==> config.mk <==
export PLATFORM = sky130hd
export DESIGN_NAME = binary_min_heap_top
export DESIGN_NICKNAME = d
export VERILOG_FILES = /design/src/bmh_pkg.sv /design/src/binary_min_heap_top.sv /design/src/bmh_ram.sv
export SDC_FILE = /design/constraint.sdc
export NUM_CORES = 2
export LEC_CHECK = 0
export BUFFER_PORTS_ARGS = -buffer_cell sky130_fd_sc_hd__buf_4
export CAP_MARGIN = 30
export CORE_MARGIN = 2
export CORE_UTILIZATION = 55
export CTS_BUF_LIST = sky130_fd_sc_hd__clkbuf_8 sky130_fd_sc_hd__clkbuf_16
export DETAILED_ROUTE_END_ITERATION = 16
export HOLD_SLACK_MARGIN = 0.05
export PLACE_DENSITY = 0.71
export SLEW_MARGIN = 30
export SYNTH_ARGS = -nofsm -noshare
export SYNTH_HDL_FRONTEND = slang
export SYNTH_SLANG_ARGS = --single-unit
==> constraint.sdc <==
create_clock -name clk -period 12.3 [get_ports clk]
set_input_delay 1.23 -clock clk [delete_from_list [all_inputs] [get_ports clk]]
set_output_delay 1.23 -clock clk [all_outputs]
set_load 0.005 [all_outputs]
==> src/bmh_pkg.sv <==
`timescale 1ns / 1ps
// ----------------------------------------------------------------------------
// bmh_pkg: shared constants of the binary min-heap
// Operation and status codes, field widths and the default capacity.
// ----------------------------------------------------------------------------
package bmh_pkg;

    // Default number of heap entries
    localparam int CAPACITY_DEF = 64;

    // Field widths fixed by the interface
    localparam int VAL_W     = 32;
    localparam int OP_W      = 2;
    localparam int STATUS_W  = 2;
    localparam int EIDX_W    = 6;
    localparam int ECNT_W    = 7;

    // Operation codes
    localparam logic [OP_W-1:0] OP_INSERT = 2'd0;
    localparam logic [OP_W-1:0] OP_LOAD   = 2'd1;
    localparam logic [OP_W-1:0] OP_DUMP   = 2'd2;

    // Status codes
    localparam logic [STATUS_W-1:0] ST_OK    = 2'd0;
    localparam logic [STATUS_W-1:0] ST_FULL  = 2'd1;
    localparam logic [STATUS_W-1:0] ST_EMPTY = 2'd2;

endpackage

==> src/binary_min_heap_top.sv <==
`timescale 1ns / 1ps
// ----------------------------------------------------------------------------
// binary_min_heap_top: array-backed binary min-heap of signed 32-bit values
// Insert with sift-up, load with bottom-up build, and dump in index order.
// ----------------------------------------------------------------------------
// The heap lives in one RAM with a single read port whose read data is
// registered, and one request is worked on at a time. An insert is accepted,
// then sifts up with a parent read and a compare per level, and ends with a
// result. A load that is not marked last writes its element and gives a
// result. A load marked last adds the build, which visits nodes count/2-1 down
// to 0: it fetches each node, then per level reads the left child and, if
// present, the right child for a compare, one compare per level that the
// element sinks plus the one where it stops, or it writes the element back
// where it comes to rest on a leaf. A dump is accepted and then reads and
// outputs each element in turn, and an output stall holds it. The result of a
// request sits in an output register, so a new request is taken while it
// waits. Operation code 3 is accepted and has no effect.
// ----------------------------------------------------------------------------
module binary_min_heap_top
    import bmh_pkg::*;
#(
    parameter int CAPACITY = CAPACITY_DEF
)
(
    input  logic                       clk,
    input  logic                       rst_n,
    // request channel
    input  logic                       in_valid,
    output logic                       in_stall,
    input  logic [OP_W-1:0]            operation,
    input  logic signed [VAL_W-1:0]    value,
    input  logic                       last_of_load,
    // result channel
    output logic                       out_valid,
    input  logic                       out_stall,
    output logic [STATUS_W-1:0]        status,
    output logic signed [VAL_W-1:0]    element_value,
    output logic [EIDX_W-1:0]          element_index,
    output logic [ECNT_W-1:0]          element_count,
    output logic                       last_of_run
);

    localparam int IDX_W = $clog2(CAPACITY);
    localparam int CNT_W = $clog2(CAPACITY + 1);
    localparam int CH_W  = IDX_W + 2;
    localparam logic [CNT_W-1:0] CAP_CNT = CNT_W'(CAPACITY);

    typedef enum logic [10:0]
    {
        S_IDLE     = 11'b00000000001,
        S_UP_RD    = 11'b00000000010,
        S_UP_CMP   = 11'b00000000100,
        S_DN_RDX   = 11'b00000001000,
        S_DN_X     = 11'b00000010000,
        S_DN_RDL   = 11'b00000100000,
        S_DN_L     = 11'b00001000000,
        S_DN_R     = 11'b00010000000,
        S_DUMP_RD  = 11'b00100000000,
        S_DUMP_OUT = 11'b01000000000,
        S_RES      = 11'b10000000000
    } state_t;

    state_t                    state_reg, state_next;
    logic [CNT_W-1:0]          cnt_reg, cnt_next;
    logic                      lip_reg, lip_next;
    logic [IDX_W-1:0]          idx_reg, idx_next;
    logic [IDX_W-1:0]          node_reg, node_next;
    logic signed [VAL_W-1:0]   x_reg, x_next;
    logic signed [VAL_W-1:0]   lv_reg, lv_next;
    logic signed [VAL_W-1:0]   root_reg;
    logic [STATUS_W-1:0]       st_reg, st_next;

    logic                      out_valid_reg, out_valid_next;
    logic [STATUS_W-1:0]       status_reg, status_next;
    logic signed [VAL_W-1:0]   evalue_reg, evalue_next;
    logic [EIDX_W-1:0]         eidx_reg, eidx_next;
    logic [ECNT_W-1:0]         ecnt_reg, ecnt_next;
    logic                      elast_reg, elast_next;

    // RAM ports
    logic                      ram_we;
    logic [IDX_W-1:0]          ram_waddr;
    logic [VAL_W-1:0]          ram_wdata;
    logic                      ram_re;
    logic [IDX_W-1:0]          ram_raddr;
    logic [VAL_W-1:0]          ram_rdata;
    logic signed [VAL_W-1:0]   rd_val;

    // Tree neighbors of the current position
    logic [CH_W-1:0]           lchild, rchild, cnt_ext;
    logic [IDX_W-1:0]          parent;
    logic                      slot_free;
    logic                      in_acc;

    bmh_ram #(
        .WIDTH (VAL_W),
        .DEPTH (CAPACITY)
    ) u_ram (
        .clk   (clk),
        .we    (ram_we),
        .waddr (ram_waddr),
        .wdata (ram_wdata),
        .re    (ram_re),
        .raddr (ram_raddr),
        .rdata (ram_rdata)
    );

    assign rd_val    = $signed(ram_rdata);
    assign lchild    = {1'b0, idx_reg, 1'b1};
    assign rchild    = lchild + CH_W'(1);
    assign cnt_ext   = CH_W'(cnt_reg);
    assign parent    = IDX_W'((idx_reg - IDX_W'(1)) >> 1);
    assign slot_free = !out_valid_reg || !out_stall;
    assign in_stall  = (state_reg != S_IDLE);
    assign in_acc    = in_valid && !in_stall;

    // Control and datapath next state
    always_comb
    begin
        logic [CNT_W-1:0] cnt0;
        logic [CNT_W-1:0] cnt_new;
        logic [CNT_W-1:0] half;
        logic             lsm;
        logic signed [VAL_W-1:0] cand;

        state_next     = state_reg;
        cnt_next       = cnt_reg;
        lip_next       = lip_reg;
        idx_next       = idx_reg;
        node_next      = node_reg;
        x_next         = x_reg;
        lv_next        = lv_reg;
        st_next        = st_reg;
        out_valid_next = out_valid_reg && out_stall;
        status_next    = status_reg;
        evalue_next    = evalue_reg;
        eidx_next      = eidx_reg;
        ecnt_next      = ecnt_reg;
        elast_next     = elast_reg;
        ram_we         = 1'b0;
        ram_waddr      = '0;
        ram_wdata      = '0;
        ram_re         = 1'b0;
        ram_raddr      = '0;
        cnt0           = lip_reg ? cnt_reg : '0;
        cnt_new        = cnt0;
        half           = '0;
        lsm            = lv_reg < x_reg;
        cand           = lsm ? lv_reg : x_reg;

        case (state_reg)
            S_IDLE:
            begin
                if (in_acc)
                begin
                    case (operation)
                        OP_INSERT:
                        begin
                            lip_next = 1'b0;
                            if (cnt_reg >= CAP_CNT)
                            begin
                                st_next    = ST_FULL;
                                state_next = S_RES;
                            end
                            else
                            begin
                                st_next    = ST_OK;
                                x_next     = value;
                                idx_next   = cnt_reg[IDX_W-1:0];
                                cnt_next   = cnt_reg + CNT_W'(1);
                                state_next = S_UP_RD;
                            end
                        end
                        OP_LOAD:
                        begin
                            // first load of a run empties the heap
                            lip_next = !last_of_load;
                            if (cnt0 >= CAP_CNT)
                            begin
                                st_next = ST_FULL;
                            end
                            else
                            begin
                                st_next   = ST_OK;
                                ram_we    = 1'b1;
                                ram_waddr = cnt0[IDX_W-1:0];
                                ram_wdata = value;
                                cnt_new   = cnt0 + CNT_W'(1);
                            end
                            cnt_next   = cnt_new;
                            half       = cnt_new >> 1;
                            state_next = S_RES;
                            if (last_of_load && (half != '0))
                            begin
                                node_next  = IDX_W'(half - CNT_W'(1));
                                state_next = S_DN_RDX;
                            end
                        end
                        OP_DUMP:
                        begin
                            lip_next = 1'b0;
                            if (cnt_reg == '0)
                            begin
                                st_next    = ST_EMPTY;
                                state_next = S_RES;
                            end
                            else
                            begin
                                idx_next   = '0;
                                state_next = S_DUMP_RD;
                            end
                        end
                        default:
                        begin
                            state_next = S_IDLE;
                        end
                    endcase
                end
            end

            // Sift-up: read the parent, or settle at the root
            S_UP_RD:
            begin
                if (idx_reg == '0)
                begin
                    ram_we     = 1'b1;
                    ram_waddr  = idx_reg;
                    ram_wdata  = x_reg;
                    state_next = S_RES;
                end
                else
                begin
                    ram_re     = 1'b1;
                    ram_raddr  = parent;
                    state_next = S_UP_CMP;
                end
            end

            // Move the parent down while it is strictly greater
            S_UP_CMP:
            begin
                ram_we    = 1'b1;
                ram_waddr = idx_reg;
                if (x_reg < rd_val)
                begin
                    ram_wdata  = rd_val;
                    idx_next   = parent;
                    state_next = S_UP_RD;
                end
                else
                begin
                    ram_wdata  = x_reg;
                    state_next = S_RES;
                end
            end

            // Build: fetch the element at the next node
            S_DN_RDX:
            begin
                ram_re     = 1'b1;
                ram_raddr  = node_reg;
                state_next = S_DN_X;
            end

            S_DN_X:
            begin
                x_next     = rd_val;
                idx_next   = node_reg;
                state_next = S_DN_RDL;
            end

            // Sift-down: read the left child or settle at a leaf
            S_DN_RDL:
            begin
                if (lchild < cnt_ext)
                begin
                    ram_re     = 1'b1;
                    ram_raddr  = lchild[IDX_W-1:0];
                    state_next = S_DN_L;
                end
                else
                begin
                    ram_we    = 1'b1;
                    ram_waddr = idx_reg;
                    ram_wdata = x_reg;
                    if (node_reg == '0)
                    begin
                        state_next = S_RES;
                    end
                    else
                    begin
                        node_next  = node_reg - IDX_W'(1);
                        state_next = S_DN_RDX;
                    end
                end
            end

            // Left child in hand; fetch the right one if present
            S_DN_L:
            begin
                if (rchild < cnt_ext)
                begin
                    lv_next    = rd_val;
                    ram_re     = 1'b1;
                    ram_raddr  = rchild[IDX_W-1:0];
                    state_next = S_DN_R;
                end
                else
                begin
                    ram_we    = 1'b1;
                    ram_waddr = idx_reg;
                    if (rd_val < x_reg)
                    begin
                        ram_wdata  = rd_val;
                        idx_next   = lchild[IDX_W-1:0];
                        state_next = S_DN_RDL;
                    end
                    else
                    begin
                        ram_wdata = x_reg;
                        if (node_reg == '0)
                        begin
                            state_next = S_RES;
                        end
                        else
                        begin
                            node_next  = node_reg - IDX_W'(1);
                            state_next = S_DN_RDX;
                        end
                    end
                end
            end

            // Both children: strict compares, left wins a tie
            S_DN_R:
            begin
                ram_we    = 1'b1;
                ram_waddr = idx_reg;
                if (rd_val < cand)
                begin
                    ram_wdata  = rd_val;
                    idx_next   = rchild[IDX_W-1:0];
                    state_next = S_DN_RDL;
                end
                else if (lsm)
                begin
                    ram_wdata  = lv_reg;
                    idx_next   = lchild[IDX_W-1:0];
                    state_next = S_DN_RDL;
                end
                else
                begin
                    ram_wdata = x_reg;
                    if (node_reg == '0)
                    begin
                        state_next = S_RES;
                    end
                    else
                    begin
                        node_next  = node_reg - IDX_W'(1);
                        state_next = S_DN_RDX;
                    end
                end
            end

            // Dump: one element per read
            S_DUMP_RD:
            begin
                ram_re     = 1'b1;
                ram_raddr  = idx_reg;
                state_next = S_DUMP_OUT;
            end

            S_DUMP_OUT:
            begin
                if (slot_free)
                begin
                    out_valid_next = 1'b1;
                    status_next    = ST_OK;
                    evalue_next    = rd_val;
                    eidx_next      = EIDX_W'(idx_reg);
                    ecnt_next      = ECNT_W'(cnt_reg);
                    elast_next     = (CNT_W'(idx_reg) + CNT_W'(1)) == cnt_reg;
                    if (elast_next)
                    begin
                        state_next = S_IDLE;
                    end
                    else
                    begin
                        idx_next   = idx_reg + IDX_W'(1);
                        state_next = S_DUMP_RD;
                    end
                end
            end

            // Single result of insert, load or empty dump
            S_RES:
            begin
                if (slot_free)
                begin
                    out_valid_next = 1'b1;
                    status_next    = st_reg;
                    evalue_next    = (cnt_reg != '0) ? root_reg : '0;
                    eidx_next      = '0;
                    ecnt_next      = ECNT_W'(cnt_reg);
                    elast_next     = 1'b1;
                    state_next     = S_IDLE;
                end
            end

            default:
            begin
                state_next = S_IDLE;
            end
        endcase
    end

    // Control registers
    always_ff @(posedge clk or negedge rst_n)
    begin
        if (!rst_n)
        begin
            state_reg     <= S_IDLE;
            cnt_reg       <= '0;
            lip_reg       <= 1'b0;
            out_valid_reg <= 1'b0;
        end
        else
        begin
            state_reg     <= state_next;
            cnt_reg       <= cnt_next;
            lip_reg       <= lip_next;
            out_valid_reg <= out_valid_next;
        end
    end

    // Datapath registers
    always_ff @(posedge clk)
    begin
        idx_reg    <= idx_next;
        node_reg   <= node_next;
        x_reg      <= x_next;
        lv_reg     <= lv_next;
        st_reg     <= st_next;
        status_reg <= status_next;
        evalue_reg <= evalue_next;
        eidx_reg   <= eidx_next;
        ecnt_reg   <= ecnt_next;
        elast_reg  <= elast_next;
    end

    // Shadow of entry 0 for the root report
    always_ff @(posedge clk)
    begin
        if (ram_we && (ram_waddr == '0))
        begin
            root_reg <= $signed(ram_wdata);
        end
    end

    assign out_valid     = out_valid_reg;
    assign status        = status_reg;
    assign element_value = evalue_reg;
    assign element_index = eidx_reg;
    assign element_count = ecnt_reg;
    assign last_of_run   = elast_reg;

`ifndef NO_ASSERTIONS
    // Count never exceeds the capacity
    a_cnt_bound: assert property (@(posedge clk) disable iff (!rst_n)
        cnt_reg <= CAP_CNT)
        else $error("element count above capacity");

    // An insert into a heap with room grows it by one
    a_insert_grow: assert property (@(posedge clk) disable iff (!rst_n)
        (in_acc && (operation == OP_INSERT) && (cnt_reg < CAP_CNT))
        |=> (cnt_reg == $past(cnt_reg) + CNT_W'(1)))
        else $error("insert did not grow the heap");

    // Empty-dump result reports no elements
    a_empty_dump: assert property (@(posedge clk) disable iff (!rst_n)
        (out_valid_reg && (status_reg == ST_EMPTY))
        |-> ((ecnt_reg == '0) && elast_reg))
        else $error("empty dump result malformed");

    // Inside a dump run, the index stays below the count
    a_dump_index: assert property (@(posedge clk) disable iff (!rst_n)
        (out_valid_reg && (status_reg == ST_OK) && !elast_reg)
        |-> ((ECNT_W'(eidx_reg) + ECNT_W'(1)) < ecnt_reg))
        else $error("dump index out of range");
`endif

endmodule

==> src/bmh_ram.sv <==
`timescale 1ns / 1ps
// ----------------------------------------------------------------------------
// bmh_ram: simple dual-port RAM
// One write port, one read port with registered read data.
// ----------------------------------------------------------------------------
module bmh_ram
    import bmh_pkg::*;
#(
    parameter int WIDTH = VAL_W,
    parameter int DEPTH = CAPACITY_DEF
)
(
    input  logic                     clk,
    input  logic                     we,
    input  logic [$clog2(DEPTH)-1:0] waddr,
    input  logic [WIDTH-1:0]         wdata,
    input  logic                     re,
    input  logic [$clog2(DEPTH)-1:0] raddr,
    output logic [WIDTH-1:0]         rdata
);

    logic [WIDTH-1:0] mem_reg [DEPTH];
    logic [WIDTH-1:0] rdata_reg;

    // Write port
    always_ff @(posedge clk)
    begin
        if (we)
        begin
            mem_reg[waddr] <= wdata;
        end
    end

    // Read port, data held until the next read
    always_ff @(posedge clk)
    begin
        if (re)
        begin
            rdata_reg <= mem_reg[raddr];
        end
    end

    assign rdata = rdata_reg;

endmodule
## Word level (Yosys, flattened, before mapping)

Memories as Yosys holds them, arrays and structs flattened. A register that Yosys moved wholly into a read port is not among the register bits.
Index checks and enable logic that the tools add are counted.

| operators by class | value |
|---|---|
| $add $sub $neg | 8 |
| $lt $le $gt $ge | 8 |
| equal/unequal tests | 36 |
| multiplexer cells | 105 |
| reductions and logical operators | 37 |

Operators with widths:

| kind | count |
|---|---|
| $mux W32 | 16 |
| $pmux W32 S6 | 1 |
| $mux W6 | 29 |
| $mux W11 | 14 |
| $lt A32 B32 Y1 | 4 |
| $pmux W32 S2 | 2 |
| $pmux W11 S11 | 1 |
| $pmux W6 S5 | 2 |
| $mux W7 | 6 |
| $pmux W6 S6 | 1 |
| $pmux W11 S3 | 1 |
| $ne A2 B2 Y1 const B | 15 |
| $pmux W6 S2 | 2 |
| $pmux W6 S4 | 1 |
| $logic_not A6 Y1 | 3 |
| $sub A6 B1 Y6 const B | 3 |
| $mux W1 | 17 |
| $add A7 B1 Y7 const B | 2 |
| $ge A7 B7 Y1 const B | 2 |
| $pmux W7 S2 | 1 |
| $reduce_bool A7 Y1 | 2 |
| $reduce_and A4 Y1 | 3 |
| $eq A11 B1 Y1 const B | 1 |
| $eq A11 B10 Y1 const B | 1 |
| other kinds (43) | 64 |

| storage, ports and cells | value |
|---|---|
| flip-flop bits (word level) | 178 |
| RAM bits | 2,048 |
| input port bits | 39 |
| output and inout port bits | 50 |
| logic and storage cells | 210 |
| memories | 1 |

Memory list:

| memory | depth | width | read ports | clocked after Yosys merged registers in | wr ports | RTL line | text |
|---|---|---|---|---|---|---|---|
| u_ram.mem_reg | 64 | 32 | 1 | 1 | 1 | bmh_ram.sv:22 | `logic [WIDTH-1:0] mem_reg [DEPTH];` |

## Longest topological paths before layout

| depth | value |
|---|---|
| word-level depth | 12 |
| gate-level depth with buffers | 25 |
| mapped depth without buffers | 21 |

## By module

A second synthesis with hierarchy kept.

| unflattened totals | value |
|---|---|
| cells, all modules | 4,667 |
| area total of the unflattened synthesis | 91,176.2 µm² |

By module, submodules not included:

| module | times used | cells an instance | area each (µm²) | seq. area each (µm²) |
|---|---|---|---|---|
| bmh_ram | 1 | 3,511 | 79,359.9 | 62,459.9 |
| binary_min_heap_top | 1 | 1,156 | 11,816.3 | 5,246.3 |

## Worst setup path before layout

OpenSTA, ideal clock, no wires.

| timing path | value |
|---|---|
| path kind | register -> register |
| from | register x_reg[1] |
| to | register root_reg[11] (data pin) |
| library setup time | 0.709 ns |
| data arrival time | 7.934 ns |
| data required time | 11.591 ns |
| path slack | 3.656 ns |
| stages on the path, launching flop included | 24 |
| buffers on the path | 4 |
| period minus slack after synthesis | 8.644 ns |
| path through | edfxtp_1 inv_1 ha_1 a2111oi_0 o32ai_1 a211o_1 a211o_1 nand2_1 clkbuf_1 clkbuf_1 a21oi_1 ha_1 a211oi_1 o21ai_0 a211oi_1 o22ai_1 or3_1 a2111o_1 nand2_1 xnor2_1 buf_2 buf_1 mux2_2 o21ai_0 |

| between the ends | value |
|---|---|
| cells in the longest elaborated chain, start to end | 5 |
| elaborated cells between the ends (all ways) | 10 |
| those cells by class | order compare: 4; mux: 6 |

RTL lines:

| what | RTL line | text |
|---|---|---|
| from (decl) | binary_min_heap_top.sv:68 | `logic signed [VAL_W-1:0] x_reg, x_next;` |
| from (signal assigned) | binary_min_heap_top.sv:442 | `x_reg <= x_next;` |
| $lt A32 B32 Y1 | binary_min_heap_top.sv:148 | `lsm = lv_reg < x_reg;` |
| $mux W32 | binary_min_heap_top.sv:149, binary_min_heap_top.sv:345 |  |
| $lt A32 B32 Y1 | binary_min_heap_top.sv:339 | `if (rd_val < cand)` |
| $mux W32 | binary_min_heap_top.sv:339 |  |
| $pmux W32 S6 (*) | binary_min_heap_top.sv:151 | `case (state_reg)` |
| named net ram_wdata[11] | binary_min_heap_top.sv:83 | `logic [VAL_W-1:0] ram_wdata;` |
| to (signal assigned) | binary_min_heap_top.sv:457 | `root_reg <= $signed(ram_wdata);` |
| to (decl) | binary_min_heap_top.sv:70 | `logic signed [VAL_W-1:0] root_reg;` |

Mark *: on every way through the listed nets, which the timed path passes. The rest lies on a longest branch.
A chain may end at the register's enable or synchronous reset.

## Worst setup path after layout

| timing path | value |
|---|---|
| from | register x_reg[1] |
| to | memory u_ram.mem_reg[57][20] (netlist name) (data pin) |

| between the ends | value |
|---|---|
| cells in the longest elaborated chain, start to end | 5 |
| elaborated cells between the ends (all ways) | 10 |
| those cells by class | order compare: 4; mux: 6 |

RTL lines:

| what | RTL line |
|---|---|
| $lt A32 B32 Y1 | binary_min_heap_top.sv:148 |
| $mux W32 | binary_min_heap_top.sv:149, binary_min_heap_top.sv:345 |
| $lt A32 B32 Y1 | binary_min_heap_top.sv:339 |
| $mux W32 | binary_min_heap_top.sv:339 |
| $pmux W32 S6 (*) | binary_min_heap_top.sv:151 |
| named net ram_wdata[20] | binary_min_heap_top.sv:83 |
| to (decl) | bmh_ram.sv:22 |

Marks and branches as above.

==> impl_results.md <==
* Drt wl/cell at 32.23 um
* Drt first pass iters at 9
* Final setup TNS at 0 ns
* Syn. warnings at 0
* Drt via density at 6.727
* Boundary pin count at 89
* Slew Limit Fails at 0
* Power per cell area at 160.4 nW/um2
* Register area share after synthesis at 71.85%
* Data required time of the worst path at 12.80 ns
* # DRC at 0
* Worst-case clock skew at 0.05471 ns
* Logic pwr share at 10.4%
* DP Worst Slack at 4.988 ns
* Fraction of registers with async set/reset at 0.8857%
* Mapped Area at 94230 um2
* Maximum VDD drop at 132.3 uV
* Pin count of the biggest net entering global routing at 139
* Vias after detailed routing at 60660
* Final Hold Fails at 0
* Crit Path Category: flip-flop to flip-flop
* DP Wirelength at 159200 um
* Layout area overhead at 11.99%
* Worst skew pair latency at 0.90 ns
* Leak Pwr at 37.26 nW
* Max reg flops at 2048
* Internal Power at 0.01268 W
* Drt initial violations at 8865
* Worst-margin pin slew at 1.112 ns
* Antenna violations before repair at 19
* Bufs on Longest Clock Path at 3
* Sw Share at 25.11%
* Critical path fanouts, max at 65
* Worst hold path class: input pin to asynchronous set/reset pin
* Antenna Nets Post-Route at 0
* Initial core utilization at 55.48%
* Final setup margin at 4.840 ns
* Syn_nets at 6660
* EDFF count, synth at 2238
* Period minus WS final at 7.460 ns
* Total power at 0.01693 W
* CP endpoint kind: flip-flop
* CTS root buffer: clkbuf_16
* Nets at 6763
* Die span in x at 417.9 um
* Clk pin slew, worst setup/hold paths at 0.06 ns
* Routability Congestion at 0.9121
* Max Fclk at 134.1 MHz
* Total GRT Usage at 32.99%
* WL final at 290700 um
* CP Launch Type: flip-flop
* Layout cells sized above 1 at 12.05%
* Post-Syn Instances at 6503
* MaxCap Viol Count at 0
* M1 WL at 108500 um
* Switching power at 0.004251 W
* Total congestion overflow at 0
* RSZ-0062 raised after global routing: no
* Met2 WL at 129200 um
* Sequential Power Share at 51.4%
* Hold buffer count at CTS at 0
* Resized cells post-CTS at 0
* Die H at 417.9 um
* Rel. slew slack at 25.07%
* Total CTS buffers at 219
* Netlist cell types at 86
* Synth Flop Type: edfxtp_1
* Wire length of the first global-routing pass at 410400 um
* Synthesized flop and latch total at 2258
* Vias in the first global route at 57370
* Post-CTS setup buffer count at 0
* Port Buffer Count at 88
* Setup-failing EPs final at 0
* CTS tree: yes
* Clock power frac at 38.2%
* Met3 WL at 37390 um
* Top layer reached by signal wires: met5
* H-Tree Depth at 4
* Core area at 169800 um2
* Clock sinks at 2258
* Site row count at 151
* Critical Path AT at 7.96 ns
* Status: completed
* Mean Syn Cell Area at 14.49 um2
* Die area at 174600 um2
* Fin crit share at 60.65%
routing by layer:
layer / vias to the layer above / GRT usage (%)
li1: 25290 / -
met1: 30270 / 44.77
met2: 4289 / 49.93
met3: 796 / 8.708
met4: 18 / 15.66
met5: - / 0
cell usage in the layout (no fill, tap or decap), types with 32 or more instances in the layout:
master,netlist,final
mux2i_1,633,633
nor2_1,160,88
edfxtp_1,2238,2238
clkinv_2,0,41
a31oi_1,79,79
buf_4,43,279
and3_1,114,114
clkinv_1,0,61
a221oi_1,35,32
a21oi_1,223,221
nand3_1,362,358
nand4_1,38,38
ha_1,118,118
a22oi_1,84,84
nand2_1,1049,1047
inv_1,96,140
o21ai_0,183,148
nor2_4,1,72
mux2_2,66,66
clkbuf_16,0,219
a222oi_1,81,81
a211oi_1,53,52
a21o_1,36,35
stage by stage:
step / utilization, % / cell area [um2] / cells / hold WS [ns]
final: 62.13 / 105500 / 9018 / 0.2721
after global routing: 62.12 / 105500 / 9009 / 0.2695
after CTS: 62.11 / 105500 / 9005 / 0.2350
after detailed placement: 58.02 / 98550 / 8602 / 0.5437
after global placement: 58.01 / 98530 / 8602 / 0.5377
after floorplan: - / 94230 / 6503 / 0.4231
synth_stat cells (all sizes together) (84+ instances only):
master  count  area (um2)
nand3     364        1832
inv        96       360.4
edfxtp   2238       67200
nand2    1049        3938
and3      114       713.2
a22oi      84       630.6
clkbuf    205       769.5
nor2      163       624.4
a21oi     223        1116
ha        118        1476
o21ai     193       969.7
buf       203        1106
mux2i     633        6336
logic make-up (layout without fill, tap and decap cells):
family	count (synthesis)	after routing	synth area share, %
DFF	2258	2258	71.85
and+or+nand+nor	1865	1865	8.777
AOI/OAI and AO/OA	1031	1031	7.569
muxes	705	705	7.656
buffers and inverters	504	789	2.373
adders and majority gates	118	118	1.567
xor gates and xnor gates	22	22	0.2045
other	0	12	0
final timing paths:
path,from,end,slack (ns),cells past startpoint
max,x_reg[1],u_ram.mem_reg[57][20],4.84,23
min in group clk,st_reg[0],status[0],0.56,2
max reg2reg,x_reg[1],u_ram.mem_reg[57][20],4.84,23
max in group asynchronous,rst_n,state_reg[0],11.74,1
min reg2reg,st_reg[0],status[0],0.56,2
min,rst_n,state_reg[1],0.27,1
worst max-delay path: stages, from the launching register on:
cell       delay [ns]
edfxtp_1         0.40
inv_1            0.14
ha_1             0.24
a2111oi_0        0.40
o32ai_1          0.15
a211o_1          0.33
a211o_1          0.31
nand2_2          0.31
buf_4            0.52
nor2_1           0.08
a21oi_1          0.23
ha_1             0.30
a211oi_1         0.20
o21ai_0          0.16
a31oi_1          0.29
a311oi_1         0.15
or3_1            0.35
a2111o_1         0.38
nand2_1          0.19
xnor2_2          0.15
buf_4            0.37
mux2_2           0.41
o21ai_4          0.12
buf_4            0.63
power by group through the flow:
stage          clock network (W)  logic, W  registers (W)
5_1_grt                  0.00681   0.00184        0.00870
3_5_place_dp                   0   0.00169        0.00886
6_report                 0.00647   0.00176        0.00870
4_1_cts                  0.00650   0.00170        0.00870
2_1_floorplan                  0  0.000996        0.00883
3_3_place_gp                   0   0.00166        0.00886
area by class of cell:
cell class,instances,area [um2]
diodes,12,30.03
clock buffers,219,5480
clock inverters,184,1458
fillers,12170,64320
inverters,96,360.3
multi-input cells,3741,25420
flip-flops and latches,2258,67710
well taps,2218,2775
repair buffers,290,2302
No activity file was read; power rests on OpenSTA's default activity.
